`src/rtl/lph_pkg.sv`:
```
// shared types and constants for the linear probe hash table
`timescale 1ns / 1ps

package lph_pkg;

  // fixed widths of the transaction fields
  localparam int DATA_W = 64;
  localparam int IN_KEY_W = 64;
  localparam int FILL_W = 10;

  // operation codes carried on cmd
  localparam logic CMD_LOOKUP = 1'b0;
  localparam logic CMD_SET    = 1'b1;

  // result status codes
  localparam logic STATUS_OK      = 1'b0;
  localparam logic STATUS_NO_ROOM = 1'b1;

  // per-slot state codes
  localparam int SLOT_W = 2;
  localparam logic [SLOT_W-1:0] SLOT_EMPTY = 2'd0;
  localparam logic [SLOT_W-1:0] SLOT_LIVE  = 2'd1;
  localparam logic [SLOT_W-1:0] SLOT_TOMB  = 2'd2;

  // commands from the controller to the datapath
  typedef struct packed {
    logic load;
    logic step;
    logic finish;
    logic clear_wr;
  } ctrl_cmd_t;

  // status from the datapath to the controller
  typedef struct packed {
    logic slot_hit;
    logic slot_empty;
    logic probe_last;
    logic clear_last;
  } dp_status_t;

endpackage

```
`src/rtl/lph_ctrl.sv`:
```
// controller state machine for the linear probe hash table
`timescale 1ns / 1ps

module lph_ctrl (
  input  logic               clk,
  input  logic               rst,
  input  logic               start,
  input  lph_pkg::dp_status_t status_in,
  output lph_pkg::ctrl_cmd_t  cmd_out,
  output logic               busy
);

  localparam logic [1:0] ST_CLEAR = 2'd0;
  localparam logic [1:0] ST_IDLE  = 2'd1;
  localparam logic [1:0] ST_PROBE = 2'd2;

  logic [1:0] state;
  logic [1:0] state_next;

  // next state and datapath commands
  always_comb begin
    cmd_out    = '0;
    state_next = state;
    case (state)
      ST_CLEAR: begin
        cmd_out.clear_wr = 1'b1;
        if (status_in.clear_last) begin
          state_next = ST_IDLE;
        end
      end
      ST_IDLE: begin
        if (start) begin
          cmd_out.load = 1'b1;
          state_next   = ST_PROBE;
        end
      end
      ST_PROBE: begin
        if (status_in.slot_hit || status_in.slot_empty || status_in.probe_last) begin
          cmd_out.finish = 1'b1;
          state_next     = ST_IDLE;
        end else begin
          cmd_out.step = 1'b1;
        end
      end
      default: begin
        state_next = ST_IDLE;
      end
    endcase
  end

  // state register, reset starts the clearing sweep
  always_ff @(posedge clk) begin
    if (rst) begin
      state <= ST_CLEAR;
    end else begin
      state <= state_next;
    end
  end

  assign busy = (state != ST_IDLE);

endmodule

```
`config.mk`:
```
export PLATFORM = sky130hd
export DESIGN_NAME = lph_ctrl
export DESIGN_NICKNAME = d
export VERILOG_FILES = /design/src/rtl/lph_pkg.sv /design/src/rtl/lph_ctrl.sv
export SDC_FILE = /design/constraint.sdc
export NUM_CORES = 1
export LEC_CHECK = 0
export BUFFER_PORTS_ARGS = -buffer_cell sky130_fd_sc_hd__buf_2
export CORE_AREA = 2 2 39 41
export CTS_CLUSTER_SIZE = 16
export DETAILED_ROUTE_END_ITERATION = 7
export DIE_AREA = 0 0 41 43
export SYNTH_ARGS = -nofsm -noshare
export SYNTH_HDL_FRONTEND = slang
export SYNTH_SLANG_ARGS = --single-unit
```
`constraint.sdc`:
```
create_clock -name clk -period 2.44 [get_ports clk]
set_input_delay 0 -clock clk [delete_from_list [all_inputs] [get_ports clk]]
set_output_delay 0 -clock clk [all_outputs]
set_load 0.005 [all_outputs]
```
# After elaboration in Yosys (flattened, before gate mapping)
# Cells that the tools add are included.
[totals]
output_inout_bits = 5
regBits = 2
[op_classes]
reduce_logical = 4
n_eq_ne = 6
mux = 10
[op_table]
columns = ["cell", "n"]
rows = [
  ["$mux 2", 4],
  ["$ne 2x2->1 const B", 3],
  ["$pmux 2 s3", 1],
  ["$mux 1", 5],
  ["$reduce_and 3->1", 1],
  ["$eq 2x1->1 const B", 1],
  ["$eq 2x2->1 const B", 1],
  ["$logic_not 2->1", 1],
  ["$logic_or 1x1->1", 2],
  ["$ne 2x1->1 const B", 1],
]

# Longest topological paths before layout
# Gate-level depths: netlist of run 1.
[logic_depth]
depth_word = 4
depth_mapped = 3

# Least setup slack after synthesis of run 1
# OpenSTA, ideal clock, no wires.
[synth_timing]
path_kind = "register to register"
startpoint = "register state[1]"
endpoint = "register state[1]"
setup_time_ns = 0.115
stages_incl_launch_ff = 4
slack_ns = 1.577
required_ns = 2.325
arrival_ns = 0.749
path_cell_list = "dfxtp_1 -> nand2b_1 -> nor2_2 -> o21ba_1"
[synth_between]
elab_chain_len = 3
word_cells_on_any_way = 8
[synth_lines]
columns = ["item", "line_no", "source"]
rows = [
  ["start, declared", "lph_ctrl.sv:17", "logic [1:0] state;"],
  ["start signal, assigned", "lph_ctrl.sv:56", "state <= state_next;"],
  ["$eq 2x2->1, or another cell as far along", "lph_ctrl.sv:24", "case (state)"],
  ["$ne 2x2->1 (no line)", "n/a", ""],
  ["$reduce_and 3->1 (no line)", "n/a", ""],
]
# Parallel ways exist; a longest one is shown, timed or not.
# A chain may end at the register's enable or synchronous reset.

==> results of run 1 <==
[logic make-up (layout without fill, tap and decap cells)]
kind of cell	Yosys count	count (layout)	synth area share [%]
compound gates	2	2	13.5
buf+inv	1	16	2.88
flops	2	2	30.8
simple gates	9	9	52.9
[routing by layer]
layer | routed length [µm] | up-vias | global-route usage [%]
met5 | 0 | - | 0
met4 | 0 | 0 | 8.00
met3 | 38 | 0 | 4.71
met2 | 184 | 7 | 7.81
met1 | 129 | 63 | 2.24
li1 | - | 78 | -
[power groups by stage]
stage	sequential (W)	combinational [W]	clock [W]
floorplan	0.0000376	0.0000112	0
global placement	0.0000382	0.0000214	0
detailed placement	0.0000381	0.0000216	0
CTS	0.0000376	0.0000232	0.0000794
global route	0.0000379	0.0000259	0.0000813
finish	0.0000377	0.0000227	0.0000730
[critical path, stage by stage (launching register included)]
cell and delay (ns):
sky130_fd_sc_hd__dfxtp_1 0.34, sky130_fd_sc_hd__nand2b_1 0.18, sky130_fd_sc_hd__nor2_2 0.10, sky130_fd_sc_hd__buf_2 0.12
[per-stage QoR]
| step | hold WS, ns | instance area, µm² | cells |
|---|---|---|---|
| 2_1_floorplan | 0.0793 | 130 | 14 |
| 3_3_place_gp | 0.183 | 205 | 41 |
| 3_5_place_dp | 0.197 | 205 | 41 |
| 4_1_cts | 0.162 | 238 | 45 |
| 5_1_grt | 0.184 | 238 | 45 |
| 6_report | 0.162 | 238 | 45 |
[placed cells by master, fill, tap and decap left out, types with 2 or more instances in the layout]
cell                       synthesis  routed
sky130_fd_sc_hd__buf_2             0      11
sky130_fd_sc_hd__clkbuf_4          0       3
sky130_fd_sc_hd__dfxtp_1           2       2
sky130_fd_sc_hd__nor2_1            2       2
[area by class of cell]
class / instances / area (µm²)
Sequential cell: 2 / 40.0
Fill cell: 164 / 1150
Multi-Input combinational cell: 11 / 86.3
Clock buffer: 3 / 22.5
Inverter: 1 / 3.75
Timing Repair Buffer: 12 / 65.1
Tap cell: 16 / 20.0
[worst paths after layout]
check | start | to | slack (ns)
worst max-delay path | state[1]$_SDFFE_PP0P_ | cmd_out[3] | 1.48
worst min-delay path | start | state[1]$_SDFFE_PP0P_ | 0.16
worst max register to register | state[0]$_SDFFE_PP0P_ | state[0]$_SDFFE_PP0P_ | 1.56
worst min register to register | state[1]$_SDFFE_PP0P_ | state[0]$_SDFFE_PP0P_ | 0.63
==> results.py, run 1 <==
metrics = {
    "sta": {
        "fmax_ghz": 1.04,
        "slew_headroom_pct": 84.3,
        "postLayoutSetupSlackWorst_ns": 1.48,
        "clock_skew_ns": 0.000615,
        "final-hold-violation-count": 0,
        "drv_slew": 0,
        "tightestPinTransition_ns": 0.235,
        "rsz_0062_raised_after_global_routing": "no",
        "timing.final.crit_share_pct": 39.5,
        "setup_viol_count_final": 0,
        "finalWorstPathRequiredPeriod_ns": 0.963,
        "totalNegativeSetupSlack_ns": 0,
    },
    "worst_setup_path": {
        "endpoint_kind": "primary output",
        "critical_path_class": "reg -> out",
        "startpoint_kind_of_the_worst_setup_timing_path": "flop",
        "cp_data_arrival_time_ns": 0.96,
        "worstRegToRegCells": 3,
        "critPathRequiredTime_ns": 2.44,
        "timing.critical_path.fanout_max": 4,
    },
    "clock_network": {
        "clock-sinks": 2,
        "htree_levels": 1,
        "tritoncts": "done",
        "clkSlewWorstSetupHoldPaths_ns": 0.03,
        "cts_buffers": 3,
        "insertion_delay_ns": 0.22,
        "postCtsHoldBufs": 1,
        "clk_root_buffer_cell": "sky130_fd_sc_hd__clkbuf_4",
        "cts.path.max_buffers": 2,
        "post_cts_setup_driven_buffer_insertion_count": 0,
        "cts-resized-gates": 0,
    },
    "status": {
        "outcome": "completed",
    },
    "synth": {
        "synthDominantCellAreaShare_pct": 30.8,
        "synth_nets": 21,
        "synth-edff-count": 0,
        "library_cells_used_by_synthesis": 12,
        "synth.top_cells.by_area": "sky130_fd_sc_hd__dfxtp_1, sky130_fd_sc_hd__nand2b_4, sky130_fd_sc_hd__nor2b_4",
        "postSynthRegisterBits": 2,
        "biggest_area_consumer_among_synthesized_cells": "sky130_fd_sc_hd__dfxtp_1",
        "syn-instance-count": 14,
        "synth.cells.most_frequent": "sky130_fd_sc_hd__dfxtp_1, sky130_fd_sc_hd__nor2_1",
        "synth.yosys.warnings": 0,
        "synth_flop_cell": "sky130_fd_sc_hd__dfxtp_1",
        "synthArstFlopShare_pct": 0,
        "avg_inst_size_synth_um2": 9.29,
        "seq_area_frac_synth_pct": 30.8,
        "synthesis.area_um2": 130,
    },
    "pwr": {
        "power_leakage_nw": 0.119,
        "netSwitchingPower_w": 0.0000303,
        "clock_power_share_pct": 54.8,
        "comb_power_share_pct": 17.0,
        "report.power.total_w": 0.000133,
        "max-vdd-ir-drop_mv": 0.115,
        "power_report.internal_total_w": 0.000103,
        "power.density_cell_area_nw_per_um2": 561,
        "pwr-share-seq_pct": 28.2,
        "switching_share_pct": 22.7,
    },
    "placed_design": {
        "port_buffers": 11,
        "finalWeightedCongestion": 0.522,
        "placement.setup.worst_slack_ns": 1.57,
    },
    "flow_run": {
        "drv.max_cap_violation_count": 0,
    },
    "floorplanning": {
        "core_region_area_um2": 1380,
        "dieArea_um2": 1760,
        "fp.dieH_um": 43,
        "die_width_um": 41,
        "floorplan.initialDensity_pct": 9.40,
        "placementRows": 14,
        "boundaryPins": 12,
    },
    "hold_path": {
        "hold_depth": 4,
        "min_path_type": "in -> reg",
    },
    "global_route": {
        "initial_antenna_violation_count": 0,
        "first_global_vias": 142,
        "gr-usage-all-layers_pct": 5.31,
        "grt_remaining_overflow": 0,
        "wire_length_of_the_first_global_routing_pass_um": 462,
        "largest_net_degree_at_the_start_of_global_routing": 6,
    },
    "cells_and_area": {
        "layout-drive-gt1-share_pct": 62.1,
        "layout-area-overhead-vs-synth_pct": 82.7,
        "max_flop_register": "state",
        "final_util_pct": 17.2,
        "antenna_diode_count": 0,
        "largest_registers_in_the_final_layout": "state: 2 flops",
        "number_of_flip_flops_under_the_largest_register_name": 2,
        "design.final.nets": 38,
    },
    "routing": {
        "totalWireLength_um": 351,
        "drt-initial-drc-count": 1,
        "antenna_left": 0,
        "routedWlPerCell_um": 7.80,
        "routed-via-count": 148,
        "viasPerCell": 3.29,
        "dr.pass1.iters": 2,
        "drt_drc_violations_left": 0,
    },
}
No activity file was read; power rests on OpenSTA's default activity.
==> run 2: changes to the inputs <==
- clock period: 2.44 -> 0.9 ns (I/O delays scaled with it)
==> run 2 against run 1 <==
Net effect: the flow now finishes with violations (setup timing); non-clock buffer count is 1 higher; worst setup slack got worse by 1.5 ns; cell count rose by 2.2%; die area did not move; critical path type unchanged; highest routed layer unchanged.
==> results.py, run 2 (same netlist as run 1, synthesis figures left out) <==
metrics = {
    "status": {
        "outcome": "complete, but fails checks",
        "failed_checks": "setup timing",
    },
    "routing": {
        "drt-initial-drc-count": 0,
        "drt_drc_violations_left": 0,
        "antenna_left": 0,
        "totalWireLength_um": 361,
        "routedWlPerCell_um": 7.85,
        "routed-via-count": 153,
        "viasPerCell": 3.33,
        "dr.pass1.iters": 1,
    },
    "floorplanning": {
        "die_width_um": 41,
        "floorplan.initialDensity_pct": 9.40,
        "core_region_area_um2": 1380,
        "placementRows": 14,
        "fp.dieH_um": 43,
        "dieArea_um2": 1760,
        "boundaryPins": 12,
    },
    "cells_and_area": {
        "final_util_pct": 19.3,
        "layout-area-overhead-vs-synth_pct": 106,
        "fillCellCount": 159,
        "number_of_flip_flops_under_the_largest_register_name": 2,
        "antenna_diode_count": 0,
        "design.final.nets": 39,
        "layout.cells.most_common_list": "sky130_fd_sc_hd__buf_2, sky130_fd_sc_hd__clkbuf_4, sky130_fd_sc_hd__nand2b_4, sky130_fd_sc_hd__nor3_2, sky130_fd_sc_hd__nor2_1",
        "layout.cells.most_common": "sky130_fd_sc_hd__buf_2",
        "max_flop_register": "state",
        "largest_registers_in_the_final_layout": "state: 2 flops",
        "layout-drive-gt1-share_pct": 76.7,
    },
    "pwr": {
        "power.density_cell_area_nw_per_um2": 1400,
        "power_leakage_nw": 0.130,
        "max-vdd-ir-drop_mv": 0.343,
    },
    "clock_network": {
        "cts_buffers": 3,
        "clkSlewWorstSetupHoldPaths_ns": 0.03,
        "tritoncts": "done",
        "clk_root_buffer_cell": "sky130_fd_sc_hd__clkbuf_4",
        "insertion_delay_ns": 0.23,
        "cts.path.max_buffers": 2,
        "htree_levels": 1,
        "clock-sinks": 2,
    },
    "sta": {
        "drv_slew": 0,
        "postLayoutSetupSlackWorst_ns": -0.0425,
        "timing.final.crit_share_pct": 105,
        "clock_skew_ns": 0.00538,
        "finalWorstPathRequiredPeriod_ns": 0.942,
        "setup_viol_count_final": 3,
        "slew_headroom_pct": 81.4,
        "tightestPinTransition_ns": 0.278,
        "final-hold-violation-count": 0,
        "rsz_0062_raised_after_global_routing": "yes",
        "fmax_ghz": 1.06,
    },
    "placed_design": {
        "port_buffers": 11,
        "post_detail_place_hpwl_um": 276,
        "placement.setup.worst_slack_ns": 0.0282,
        "finalWeightedCongestion": 0.513,
    },
    "worst_setup_path": {
        "cp_data_arrival_time_ns": 0.94,
        "regToRegStartpoint": "state[0]$_SDFFE_PP0P_",
        "startpoint_kind_of_the_worst_setup_timing_path": "flop",
        "critical_path_class": "reg -> out",
        "critPathRequiredTime_ns": 0.90,
        "path_buf_inv": 1,
        "timing.critical_path.slowest_stage_cell": "sky130_fd_sc_hd__dfxtp_4",
        "timing.critical_path.fanout_max": 5,
        "endpoint_kind": "primary output",
        "cp_slowest_stage_delay_ns": 0.35,
        "worstRegToRegCells": 4,
        "worst_r2r_endpoint": "state[1]$_SDFFE_PP0P_",
        "crit_path_cell_trace": "nand2b_4, nor2b_4, buf_2",
        "worst-r2r-setup-slack_ns": -0.04,
        "crit_family": "flip-flops",
    },
    "global_route": {
        "initial_antenna_violation_count": 0,
        "grt_remaining_overflow": 0,
        "largest_net_degree_at_the_start_of_global_routing": 6,
        "gr-usage-all-layers_pct": 6.21,
        "first_global_vias": 158,
        "wire_length_of_the_first_global_routing_pass_um": 572,
    },
    "hold_path": {
        "hp-start": "status_in[0]",
        "min_delay_worst_endpoint": "state[0]$_SDFFE_PP0P_",
        "min_path_type": "in -> reg",
        "hold_depth": 4,
    },
    "flow_run": {
        "drv.max_cap_violation_count": 0,
    },
}
run 2: cell types whose count changed in the layout (fill, tap and decap cells not counted):
cell                       delta
sky130_fd_sc_hd__dfxtp_1      -2
sky130_fd_sc_hd__buf_4        +1
sky130_fd_sc_hd__dfxtp_2      +1
sky130_fd_sc_hd__dfxtp_4      +1
sky130_fd_sc_hd__nand2b_1     -1
sky130_fd_sc_hd__nand2b_4     +1
sky130_fd_sc_hd__nor2_2       -1
sky130_fd_sc_hd__nor2_4       +1
sky130_fd_sc_hd__nor3_1       -1
sky130_fd_sc_hd__nor3_2       +1
run 2: worst max path at each step:
stage	cells after the start	slack, ns	from	to
floorplan	3	0.04	state[1]$_SDFFE_PP0P_	state[1]$_SDFFE_PP0P_
global placement	3	0.03	state[1]$_SDFFE_PP0P_	state[1]$_SDFFE_PP0P_
detailed placement	3	0.03	state[1]$_SDFFE_PP0P_	state[1]$_SDFFE_PP0P_
CTS	3	-0.06	state[0]$_SDFFE_PP0P_	cmd_out[2]
global route	3	-0.09	state[0]$_SDFFE_PP0P_	cmd_out[1]
finish	3	-0.04	state[0]$_SDFFE_PP0P_	cmd_out[2]
run 2: timing repair:
item / CTS / global route
cloned: 0 / 0
gates resized for setup: 4 / 2
setup buffers: 1 / 0
hold endpoints to repair: 1 / 0
pin swaps: 2 / 0
hold buffers: 1 / 0
setup endpoints to repair: 4 / 5
run 2: tightest hold or removal path, cell delays in order:
cell                       delay [ns]
sky130_fd_sc_hd__buf_2           0.07
sky130_fd_sc_hd__nor2b_1         0.11
sky130_fd_sc_hd__a211oi_1        0.07
sky130_fd_sc_hd__nor3_2          0.09
run 2: layout make-up:
class | instances | area, µm² | area share [%]
inverters | 1 | 3.75 | 1.40
well taps | 16 | 20.0 | 7.48
repair buffers | 13 | 72.6 | 27.1
flip-flops and latches | 2 | 45.0 | 16.8
multi-input cells | 11 | 104 | 38.8
clock buffers | 3 | 22.5 | 8.41
run 2: where the power goes:
group / leakage, nW / total, W / switching (W) / internal [W]
Combinational: 0.0990 / 0.0000704 / 0.0000277 / 0.0000427
Sequential: 0.0175 / 0.000105 / 0.00000946 / 0.0000956
Clock: 0.0138 / 0.000200 / 0.0000530 / 0.000147
Total: 0.130 / 0.000376 / 0.0000901 / 0.000286
run 2: routing by layer:
layer	vias up	routed length, µm	track usage, %
met2	9	180	8.13
met1	64	130	3.83
li1	80	-	-
met3	0	51	7.85
met5	-	0	0
met4	0	0	6.00
run 2: through the flow:
step / instances / total power (W) / cell area (µm²) / TNS (ns) / hold WS (ns)
floorplan: 14 / 0.000132 / 130 / 0 / 0.0793
detailed placement: 41 / 0.000162 / 205 / 0 / 0.198
CTS: 46 / 0.000389 / 258 / -0.162 / 0.176
global placement: 41 / 0.000161 / 205 / 0 / 0.183
finish: 46 / 0.000376 / 268 / -0.104 / 0.161
global route: 46 / 0.000423 / 268 / -0.329 / 0.191
